$ cat src/sv/heartbeat_watchdog_recovery_picker_macros.svh
// assertion macros for the heartbeat watchdog recovery picker
// included by the top level only; no other dependencies
`ifndef HEARTBEAT_WATCHDOG_RECOVERY_PICKER_MACROS_SVH
`define HEARTBEAT_WATCHDOG_RECOVERY_PICKER_MACROS_SVH

// same-cycle implication, checked while out of reset
`define HWRP_ASSERT_NOW(label, clk, rst, cond, check) \
   label: assert property (@(posedge clk) disable iff (rst) (cond) |-> (check)) \
      else $error("hwrp same-cycle check failed");

// next-cycle implication, checked while out of reset
`define HWRP_ASSERT_NEXT(label, clk, rst, cond, check) \
   label: assert property (@(posedge clk) disable iff (rst) (cond) |=> (check)) \
      else $error("hwrp next-cycle check failed");

`endif

$ cat src/sv/hwrp_pkg.sv
// shared types and constants of the heartbeat watchdog recovery picker
// used by hwrp_csr, hwrp_core and the top level; no dependencies
package hwrp_pkg;

   localparam int CHANNELS   = 3;
   localparam int CSR_ADDR_W = 4;
   localparam int CSR_DATA_W = 32;

   // item operation codes
   localparam logic [1:0] OP_HEARTBEAT      = 2'd0;
   localparam logic [1:0] OP_TICK           = 2'd1;
   localparam logic [1:0] OP_RESTART_FAILED = 2'd2;

   // register indexes
   localparam logic [1:0] REG_TIMEOUT  = 2'd0;
   localparam logic [1:0] REG_ENGINE   = 2'd1;
   localparam logic [1:0] REG_BRAKING  = 2'd2;
   localparam logic [1:0] REG_STEERING = 2'd3;

   // register reset values
   localparam logic [15:0] TIMEOUT_RESET  = 16'd3000;
   localparam logic [7:0]  ENGINE_RESET   = 8'd30;
   localparam logic [7:0]  BRAKING_RESET  = 8'd80;
   localparam logic [7:0]  STEERING_RESET = 8'd20;

   localparam logic [1:0] CHANNEL_NONE = 2'd0;

   typedef struct packed {
      logic [1:0] op;
      logic [1:0] channel_id;
   } req_type;

   typedef struct packed {
      logic [CHANNELS-1:0] new_fail_mask;
      logic                restart_valid;
      logic [1:0]          restart_channel;
      logic [7:0]          restart_priority;
      logic                recovery_verified;
      logic [CHANNELS-1:0] healthy_mask;
   } rsp_type;

   typedef struct packed {
      logic [15:0]              timeout_ms;
      logic [CHANNELS-1:0][7:0] demand;
   } cfg_type;

endpackage

$ cat src/sv/hwrp_csr.sv
// register file of the heartbeat watchdog: timeout and three demand registers
// depends on hwrp_pkg
module hwrp_csr (
   input  logic                               clock,
   input  logic                               reset,
   input  logic                               psel,
   input  logic                               penable,
   input  logic                               pwrite,
   input  logic [hwrp_pkg::CSR_ADDR_W-1:0]    paddr,
   input  logic [hwrp_pkg::CSR_DATA_W-1:0]    pwdata,
   output logic [hwrp_pkg::CSR_DATA_W-1:0]    prdata,
   output logic                               pready,
   output hwrp_pkg::cfg_type                  cfg
);
   import hwrp_pkg::*;

   logic [15:0] timeout_ff;
   logic [7:0]  engine_ff;
   logic [7:0]  braking_ff;
   logic [7:0]  steering_ff;
   logic [1:0]  reg_index;
   logic        wr_en;

   assign pready    = 1'b1;
   assign reg_index = paddr[3:2];
   assign wr_en     = psel && penable && pwrite;

   always_ff @(posedge clock) begin
      if (reset) begin
         timeout_ff  <= TIMEOUT_RESET;
         engine_ff   <= ENGINE_RESET;
         braking_ff  <= BRAKING_RESET;
         steering_ff <= STEERING_RESET;
      end else if (wr_en) begin
         unique case (reg_index)
            REG_TIMEOUT:  timeout_ff  <= pwdata[15:0];
            REG_ENGINE:   engine_ff   <= pwdata[7:0];
            REG_BRAKING:  braking_ff  <= pwdata[7:0];
            REG_STEERING: steering_ff <= pwdata[7:0];
         endcase
      end
   end

   always_comb begin
      unique case (reg_index)
         REG_TIMEOUT:  prdata = {16'd0, timeout_ff};
         REG_ENGINE:   prdata = {24'd0, engine_ff};
         REG_BRAKING:  prdata = {24'd0, braking_ff};
         REG_STEERING: prdata = {24'd0, steering_ff};
      endcase
   end

   // demand of channel 1 sits in the low byte
   assign cfg = {timeout_ff, steering_ff, braking_ff, engine_ff};

endmodule

$ cat src/sv/hwrp_core.sv
// channel state and single-pass update of the heartbeat watchdog
// depends on hwrp_pkg; result is combinational, registered by the top level
module hwrp_core (
   input  logic              clock,
   input  logic              reset,
   input  logic              item_fire,
   input  hwrp_pkg::req_type item,
   input  hwrp_pkg::cfg_type cfg,
   output hwrp_pkg::rsp_type result
);
   import hwrp_pkg::*;

   typedef enum logic [1:0] {
      ST_NOT_SEEN = 2'd0,
      ST_HEALTHY  = 2'd1,
      ST_FAILED   = 2'd2
   } status_type;

   localparam logic [CHANNELS-1:0][7:0] BASE_PRIO = {8'd40, 8'd50, 8'd30};

   logic [15:0]   count_ff  [CHANNELS];
   logic [15:0]   count_in  [CHANNELS];
   status_type    status_ff [CHANNELS];
   status_type    status_in [CHANNELS];
   logic [CHANNELS-1:0] rec_ff;
   logic [CHANNELS-1:0] rec_in;
   logic [CHANNELS-1:0] rec_mid;
   logic [1:0]    active_ff;
   logic [1:0]    active_in;
   logic [1:0]    active_mid;

   logic [CHANNELS-1:0][7:0] prio;
   logic [CHANNELS-1:0] fail_mask;
   logic [CHANNELS-1:0] healthy;
   logic          verified;
   logic          found;
   logic [7:0]    best;
   logic [1:0]    best_id;

   always_comb begin
      for (int k = 0; k < CHANNELS; k++) begin
         prio[k] = BASE_PRIO[k] + {1'b0, cfg.demand[k][7:1]};
      end
   end

   always_comb begin
      for (int k = 0; k < CHANNELS; k++) begin
         count_in[k]  = count_ff[k];
         status_in[k] = status_ff[k];
      end
      rec_mid    = rec_ff;
      active_mid = active_ff;
      verified   = 1'b0;
      fail_mask  = '0;
      healthy    = '0;
      found      = 1'b0;
      best       = '0;
      best_id    = CHANNEL_NONE;

      // event of the item
      unique case (item.op)
         OP_HEARTBEAT: begin
            for (int k = 0; k < CHANNELS; k++) begin
               if (item.channel_id == 2'(k + 1)) begin
                  status_in[k] = ST_HEALTHY;
                  count_in[k]  = '0;
                  if (rec_ff[k] && active_ff == 2'(k + 1)) begin
                     verified   = 1'b1;
                     rec_mid[k] = 1'b0;
                     active_mid = CHANNEL_NONE;
                  end
               end
            end
         end
         OP_TICK: begin
            for (int k = 0; k < CHANNELS; k++) begin
               if (count_ff[k] != '1) begin
                  count_in[k] = count_ff[k] + 16'd1;
               end
            end
         end
         OP_RESTART_FAILED: begin
            for (int k = 0; k < CHANNELS; k++) begin
               if (active_ff == 2'(k + 1)) begin
                  rec_mid[k] = 1'b0;
               end
            end
            active_mid = CHANNEL_NONE;
         end
         default: begin
         end
      endcase

      // timeout check
      for (int k = 0; k < CHANNELS; k++) begin
         if (status_in[k] == ST_HEALTHY && count_in[k] > cfg.timeout_ms) begin
            status_in[k] = ST_FAILED;
            fail_mask[k] = 1'b1;
         end
      end

      // pick highest priority failed channel, lower id wins ties
      if (active_mid == CHANNEL_NONE) begin
         for (int k = 0; k < CHANNELS; k++) begin
            if (status_in[k] == ST_FAILED && !rec_mid[k]) begin
               if (!found || prio[k] > best) begin
                  found   = 1'b1;
                  best    = prio[k];
                  best_id = 2'(k + 1);
               end
            end
         end
      end

      rec_in    = rec_mid;
      active_in = active_mid;
      if (found) begin
         active_in = best_id;
         for (int k = 0; k < CHANNELS; k++) begin
            if (best_id == 2'(k + 1)) begin
               rec_in[k] = 1'b1;
            end
         end
      end

      for (int k = 0; k < CHANNELS; k++) begin
         healthy[k] = (status_in[k] == ST_HEALTHY);
      end
   end

   always_ff @(posedge clock) begin
      if (reset) begin
         for (int k = 0; k < CHANNELS; k++) begin
            count_ff[k]  <= '0;
            status_ff[k] <= ST_NOT_SEEN;
         end
         rec_ff    <= '0;
         active_ff <= CHANNEL_NONE;
      end else if (item_fire) begin
         for (int k = 0; k < CHANNELS; k++) begin
            count_ff[k]  <= count_in[k];
            status_ff[k] <= status_in[k];
         end
         rec_ff    <= rec_in;
         active_ff <= active_in;
      end
   end

   assign result.new_fail_mask     = fail_mask;
   assign result.restart_valid     = found;
   assign result.restart_channel   = best_id;
   assign result.restart_priority  = best;
   assign result.recovery_verified = verified;
   assign result.healthy_mask      = healthy;

endmodule

$ cat src/sv/heartbeat_watchdog_recovery_picker.sv
// an accepted transaction is held in the input register and moves into the result register
// when that register is free or being drained; its result then shows on rsp
// throughput: one transaction per cycle while rsp_stall lets the result register drain, set by
// the single-pass channel update between the input register and the result register
// reset (synchronous, active high) clears all channel state and recovery, empties
// both registers and loads the timeout and demand registers with their defaults
`include "heartbeat_watchdog_recovery_picker_macros.svh"

module heartbeat_watchdog_recovery_picker (
   input  logic                               clock,
   input  logic                               reset,
   // request channel
   input  logic                               req_valid,
   output logic                               req_stall,
   input  hwrp_pkg::req_type                  req_data,
   // result channel
   output logic                               rsp_valid,
   input  logic                               rsp_stall,
   output hwrp_pkg::rsp_type                  rsp_data,
   // register port
   input  logic                               psel,
   input  logic                               penable,
   input  logic                               pwrite,
   input  logic [hwrp_pkg::CSR_ADDR_W-1:0]    paddr,
   input  logic [hwrp_pkg::CSR_DATA_W-1:0]    pwdata,
   output logic [hwrp_pkg::CSR_DATA_W-1:0]    prdata,
   output logic                               pready
);
   import hwrp_pkg::*;

   cfg_type cfg;

   // input register
   logic    in_valid_ff;
   logic    in_valid_in;
   req_type in_data_ff;
   req_type in_data_in;

   // result register
   logic    rsp_valid_ff;
   logic    rsp_valid_in;
   rsp_type rsp_data_ff;
   rsp_type rsp_data_in;

   rsp_type core_rsp;
   logic    out_load;
   logic    advance;

   // conditions watched by the checks below
   logic    out_restart;
   logic    out_no_restart;
   logic    out_restart_zero;
   logic    out_fail_healthy;

   hwrp_csr u_csr (
      .clock   (clock),
      .reset   (reset),
      .psel    (psel),
      .penable (penable),
      .pwrite  (pwrite),
      .paddr   (paddr),
      .pwdata  (pwdata),
      .prdata  (prdata),
      .pready  (pready),
      .cfg     (cfg)
   );

   // the core commits channel state only when its result moves into the
   // result register, so state and results stay in transaction order
   hwrp_core u_core (
      .clock     (clock),
      .reset     (reset),
      .item_fire (advance),
      .item      (in_data_ff),
      .cfg       (cfg),
      .result    (core_rsp)
   );

   // result register takes a new value when empty or being drained
   assign out_load  = !rsp_valid_ff || !rsp_stall;
   assign advance   = in_valid_ff && out_load;
   // input register frees up whenever its transaction moves on
   assign req_stall = in_valid_ff && !out_load;

   always_comb begin
      if (req_stall) begin
         in_valid_in = in_valid_ff;
         in_data_in  = in_data_ff;
      end else begin
         in_valid_in = req_valid;
         in_data_in  = req_data;
      end
   end

   always_comb begin
      if (out_load) begin
         rsp_valid_in = in_valid_ff;
      end else begin
         rsp_valid_in = rsp_valid_ff;
      end
      if (advance) begin
         rsp_data_in = core_rsp;
      end else begin
         rsp_data_in = rsp_data_ff;
      end
   end

   always_ff @(posedge clock) begin
      if (reset) begin
         in_valid_ff  <= 1'b0;
         rsp_valid_ff <= 1'b0;
      end else begin
         in_valid_ff  <= in_valid_in;
         rsp_valid_ff <= rsp_valid_in;
      end
   end

   // payload registers carry no reset
   always_ff @(posedge clock) begin
      in_data_ff  <= in_data_in;
      rsp_data_ff <= rsp_data_in;
   end

   assign rsp_valid = rsp_valid_ff;
   assign rsp_data  = rsp_data_ff;

   assign out_restart      = rsp_valid_ff && rsp_data_ff.restart_valid;
   assign out_no_restart   = rsp_valid_ff && !rsp_data_ff.restart_valid;
   assign out_restart_zero = (rsp_data_ff.restart_channel == CHANNEL_NONE) &&
                             (rsp_data_ff.restart_priority == 8'd0);
   assign out_fail_healthy = |(rsp_data_ff.new_fail_mask & rsp_data_ff.healthy_mask);

   // an accepted transaction always lands in the input register
   `HWRP_ASSERT_NEXT(a_accept_lands, clock, reset, req_valid && !req_stall, in_valid_ff)
   // a requested restart names a real channel
   `HWRP_ASSERT_NOW(a_restart_ch, clock, reset, out_restart, rsp_data.restart_channel != CHANNEL_NONE)
   // no restart means channel and priority read zero
   `HWRP_ASSERT_NOW(a_no_restart_zero, clock, reset, out_no_restart, out_restart_zero)
   // a channel that just failed is never reported healthy
   `HWRP_ASSERT_NOW(a_fail_not_healthy, clock, reset, rsp_valid_ff, !out_fail_healthy)

endmodule

$ cat config.mk
export PLATFORM = sky130hd
export DESIGN_NAME = heartbeat_watchdog_recovery_picker
export DESIGN_NICKNAME = d
export VERILOG_FILES = /design/src/sv/hwrp_pkg.sv /design/src/sv/hwrp_csr.sv /design/src/sv/hwrp_core.sv /design/src/sv/heartbeat_watchdog_recovery_picker.sv
export VERILOG_INCLUDE_DIRS = /design/src /design/src/sv
export SDC_FILE = /design/constraint.sdc
export NUM_CORES = 1
export LEC_CHECK = 0
export ABC_AREA = 0
export BUFFER_PORTS_ARGS = -buffer_cell sky130_fd_sc_hd__buf_2
export CAP_MARGIN = 20
export CORE_ASPECT_RATIO = 1.5
export CORE_MARGIN = 2
export CORE_UTILIZATION = 51
export DETAILED_ROUTE_END_ITERATION = 7
export GPL_ROUTABILITY_DRIVEN = 0
export PLACE_DENSITY = 0.84
export SYNTH_ARGS = -nofsm -noshare
export SYNTH_HDL_FRONTEND = slang
export SYNTH_SLANG_ARGS = --single-unit
$ cat constraint.sdc
create_clock -name clock -period 6.3 [get_ports clock]
set_input_delay 1.26 -clock clock [delete_from_list [all_inputs] [get_ports clock]]
set_output_delay 1.26 -clock clock [all_outputs]
set_load 0.03 [all_outputs]
---- After elaboration in Yosys (flattened, before gate mapping) ----
Memories as Yosys holds them, arrays and structs flattened.
Cells that the tools add are included.
Widths: inputs -> output; s select.
operators by class
  $add $sub $neg .......................... 6
  bitwise operators ....................... 6
  muxes and demuxes ....................... 78
  eq/ne operators ......................... 26
  reduce and logical (&&, ||, !) cells .... 31
  magnitude comparators ................... 5
operator list
  kind                   number
  $mux 16                9
  $pmux 32 s4            1
  $pmux 48 s2            1
  $mux 8                 7
  $add 16x1->16 const B  3
  $gt 16x16->1           3
  $ne 16x16->1 const B   3
  $mux 2                 21
  $mux 1                 35
  $eq 2x2->1 const B     12
  $eq 2x1->1 const B     11
  $add 6x7->8 const A    2
  $gt 8x8->1             2
  $logic_and 1x1->1      13
  $add 5x7->8 const A    1
  $logic_not 1->1        8
  $reduce_and 2->1       4
  $logic_not 2->1        3
  $mux 6                 1
  $or 1x1->1             6
  $pmux 3 s2             1
  $pmux 2 s2             1
  $logic_or 1x1->1       3
  $mux 3                 1
word-level totals
  bits in writable memories ............... 54
  flip-flop bits (word level) ............. 69
  input bits .............................. 47
  output and inout port bits .............. 53
  logic and storage cells ................. 170
  memories kept ........................... 2
memory list
  memory            words  bits a word  read ports  clocked after memory_dff  wr ports  RTL line         source
  u_core.count_ff   3      16           3           0                         3         hwrp_core.sv:21  logic [15:0] count_ff [CHANNELS];
  u_core.status_ff  3      2            3           0                         3         hwrp_core.sv:23  status_type status_ff [CHANNELS];

---- Longest topological paths before layout ----
  word-level depth ........................ 24
  depth in mapped cells ................... 31
  mapped depth without buffers ............ 29

---- Cells and area by module ----
Synthesis repeated with hierarchy kept, for this count alone.
unflattened totals
  cell total of the unflattened synthesis .. 903
  area, all modules ....................... 8494.4 µm²
by module, submodules not included
  module                              cells an instance  area each (µm²)  sequential area each (µm²)  instances
  hwrp_core                           679                5679.2           1721.7                      1
  hwrp_csr                            193                2072.0           800.8                       1
  heartbeat_watchdog_recovery_picker  31                 743.2            700.7                       1

---- Worst setup path after synthesis ----
OpenSTA, ideal clock, no wires.
  path kind ............................... flip-flop to flip-flop
  start point ............................. mem u_core.count_ff[0][0]
  end point ............................... reg rsp_data_ff, in the netlist rsp_data[13] (data pin)
  clock period less this slack ............ 6751 ps
  slack ................................... -451 ps
  arrival time ............................ 6474 ps
  library setup time ...................... 276 ps
  path buffers ............................ 2
  cell stages (with the launch flop) ...... 31
  data required time ...................... 6024 ps
  cell sequence ........................... edfxtp_1 > ha_1 > and3_1 > and3_1 > a21oi_1 > nand4_1 > xor2_1 > nor2_1 > ha_1 > a21oi_1 > o21ai_0 > a221o_1 > o311ai_4 > buf_6 > nand2b_1 > ha_1 > nor2b_1 > o21a_1 > o21ai_0 > a21oi_1 > o221ai_2 > mux2_2 > ha_1 > nor2b_1 > o21a_1 > o21ai_0 > a21oi_1 > nor4_2 > or3_1 > buf_2 > a21oi_1
RTL lines
  what                  RTL line                                   source
  from (decl)           hwrp_core.sv:21
  to (signal assigned)  heartbeat_watchdog_recovery_picker.sv:121  rsp_data_ff <= rsp_data_in;
  to (decl)             heartbeat_watchdog_recovery_picker.sv:42   rsp_type rsp_data_ff;

==> results.toml <==
[clock_tree]
clkLatencyLatePin_ps = 430
clock_sinks = 123
cts_tree = "done"
cts_buffers = 17
root_buffer = "clkbuf_16"
cts_buffer_depth = 2
path_clk_slew_ps = 60
holdBufCountCts = 0
htree_levels = 4

[cells_and_area]
fin_area_mm2 = 0.0104
ff_latch_area_mm2 = 0.00322
fin_util_pct = 66.5
antennaDiodeCount = 0
fillers = 1088
multiInputGateArea_mm2 = 0.00515
area_growth_pct = 26.9
nets = 1146
drive_gt1_share_pct = 27.3

[timing]
fin_crit_sh_pct = 112
slew_violations = 0
setup_violations = 15
finClkSkew_ps = 8.50
period_minus_slack_ps = 7060
grt_setup_unrepaired = "true"
worst_pin_slew_ps = 1200
slew-limit-headroom_pct = 19.7
finalHoldViolCount = 0
worst_slack_ps = -763
fmax_mhz = 142

[placement]
place_ws_ps = -523
dpl.hpwl_um = 16700
port_buffers = 64
placed_area_mm2 = 0.00929

[run_status]
violations = "negative setup slack"
status = "finished, violations left"

[power_and_ir_drop]
peakVddDrop_mv = 0.202
power_density_mw_per_mm2 = 231
fin_total_pwr_mw = 2.42
p_leak_nw = 4.30

[floorplanning]
fp.dieW_um = 108
start_util_pct = 52.4
io_pins = 100
placeableCoreArea_mm2 = 0.0157
die_area_mm2 = 0.0172
dieHeight_um = 160
row_count = 56

[worst_setup_path]
reg2reg_depth = 32
worst-path-stages = 32
crit_path_end_kind = "flop"
cp_max_fo = 8
arrival_ps = 7370
critPathTopFamily = "compound AO/OA/AOI/OAI gates"
cpMostUsedCell = "nand4_1"
worstSetupStartpointType = "flop"
crit_required_ps = 6610
critPathBufInv = 6
slowest_delay_ps = 420
slowest_stage = "a2111oi_4"
path_class = "reg2reg"

[routing]
wl_per_cell_um = 23.4
dr.pass1.iters = 6
drtIter0Drc = 1042
postRouteAntennaNets = 0
vias_per_cell = 6.62
wirelength_um = 29200
drc = 0
route.vias.total = 8248

[global_routing]
globalRoute.totalOverflow = 0
grt_max_degree = 55
antenna_found_initial = 0
track_usage_pct = 30.9
grt_pass1_wl_um = 41000
grt_pass1_vias = 8037

[yosys]
synth_commonest_cells = "nor2_1, edfxtp_1, ha_1"
synth.ff_latch_count = 123
ys_seq_area_share_pct = 39.2
synth_most_common_cell = "nor2_1"
synth_top_cell_by_area = "edfxtp_1"
ys_warn_count = 0
synth.avg_cell_area_um2 = 9.32
synth-main-ff-cell = "edfxtp_1"
synth_top_area_share_pct = 27.7
synth_cells = 883
synth_area_leaders = "edfxtp_1, dfxtp_1, ha_1"
synthesis.area_mm2 = 0.00823
async_flop_share_pct = 0
synth.distinct_cells = 64
synth_edf_count = 76

[worst_hold_path]
min_path_cells = 2
min_path_type = "reg2reg"

[job]
cap_violations = 0
==> cell usage in the layout (no fill, tap or decap), drive strengths merged, types with 5 or more instances in the layout <==
cell    Yosys  layout
and4        5       5
ha         70      70
xnor2       8       8
dfxtp      47      47
o21ai      20      20
clkinv      0       5
nand3      26      26
nand2b     10      10
edfxtp     76      76
nand2      56      56
a21oi      58      58
clkbuf     24      25
buf        26     162
a211o      16      16
nor4        5       5
o21a        6       6
nand4      36      36
mux4        8       8
nor2b      12      12
xor2       31      31
inv        43      45
and3       15      15
nor3       39      39
nor2      133     133
mux2i      32      32
and2        8       8
conb        2      17
==> worst paths after layout <==
kind | startpoint | endpoint | slack [ps]
worst min-delay path | u_csr.timeout_ff[13] | u_csr.timeout_ff[13] | 460
worst min register to register | u_csr.timeout_ff[13] | u_csr.timeout_ff[13] | 460
worst max register to register | u_core.count_ff[0][9] | u_core.rec_ff[1] | -760
worst max-delay path | u_core.count_ff[0][9] | u_core.rec_ff[1] | -760
==> flip-flops by register name (all words and copies together), names as in the netlist <==
register           count
u_csr.timeout_ff      16
u_core.rec_ff          3
rsp_data              18
u_csr.steering_ff      8
u_csr.engine_ff        8
rsp_valid              1
u_core.count_ff       48
u_csr.braking_ff       8
u_core.active_ff       2
u_core.status_ff       6
in_valid_ff            1
in_data_ff             4
==> worst min-delay path: stages, from the launching register on <==
cell	delay, ps
dfxtp_1	300
nand2_1	50
a21oi_1	50
==> through the flow <==
stage                     cells  hold WS (ps)  TNS (ps)
final                      1245           461     -9950
after global routing       1245           486    -12180
after CTS                  1234           464      -844
after detailed placement   1190           450     -7050
after global placement     1189           441     -3470
after floorplan             898           436         0
==> power by group <==
group          internal [mW]  total [mW]  leakage (nW)  switching (mW)
Sequential             0.904       0.939          1.17          0.0348
Clock                  0.544       0.920         0.271           0.376
Combinational          0.225       0.556          2.86           0.331
==> per-layer routing <==
metal / part of all wire, % / track usage (%)
met1: 31 / 31.8
met2: 50 / 54.3
met3: 9.4 / 6.14
met4: 9.6 / 22.6
met5: 0 / 0
==> cells by family (layout without fill, tap and decap cells) <==
kind of cell | after synthesis | count (layout) | share of synthesized area [%]
muxes | 44 | 44 | 6.63
xor gates and xnor gates | 39 | 39 | 4.15
AOI/OAI and AO/OA | 152 | 152 | 12.7
adders and majority gates | 70 | 70 | 10.6
other | 2 | 17 | 0.0913
DFF | 123 | 123 | 39.2
buffers and inverters | 93 | 237 | 5.17
and+or+nand+nor | 360 | 360 | 21.5
==> layout make-up <==
class	count	share of cell area (%)
timing repair buffer	162	10.6
multi-input combinational	682	49.4
clock buffer	25	4.76
clock inverter	7	0.360
sequential	123	30.9
tap	203	2.43
inverter	43	1.55
==> what timing repair did <==
action / 4_1_cts / 5_1_grt
setup endpoints to repair: 15 / 15
hold endpoints to repair: 0 / 0
gates resized for setup: 41 / 40
buffers inserted: 12 / 11
pin swaps: 31 / 37
Power figures use the tool's default switching activity.
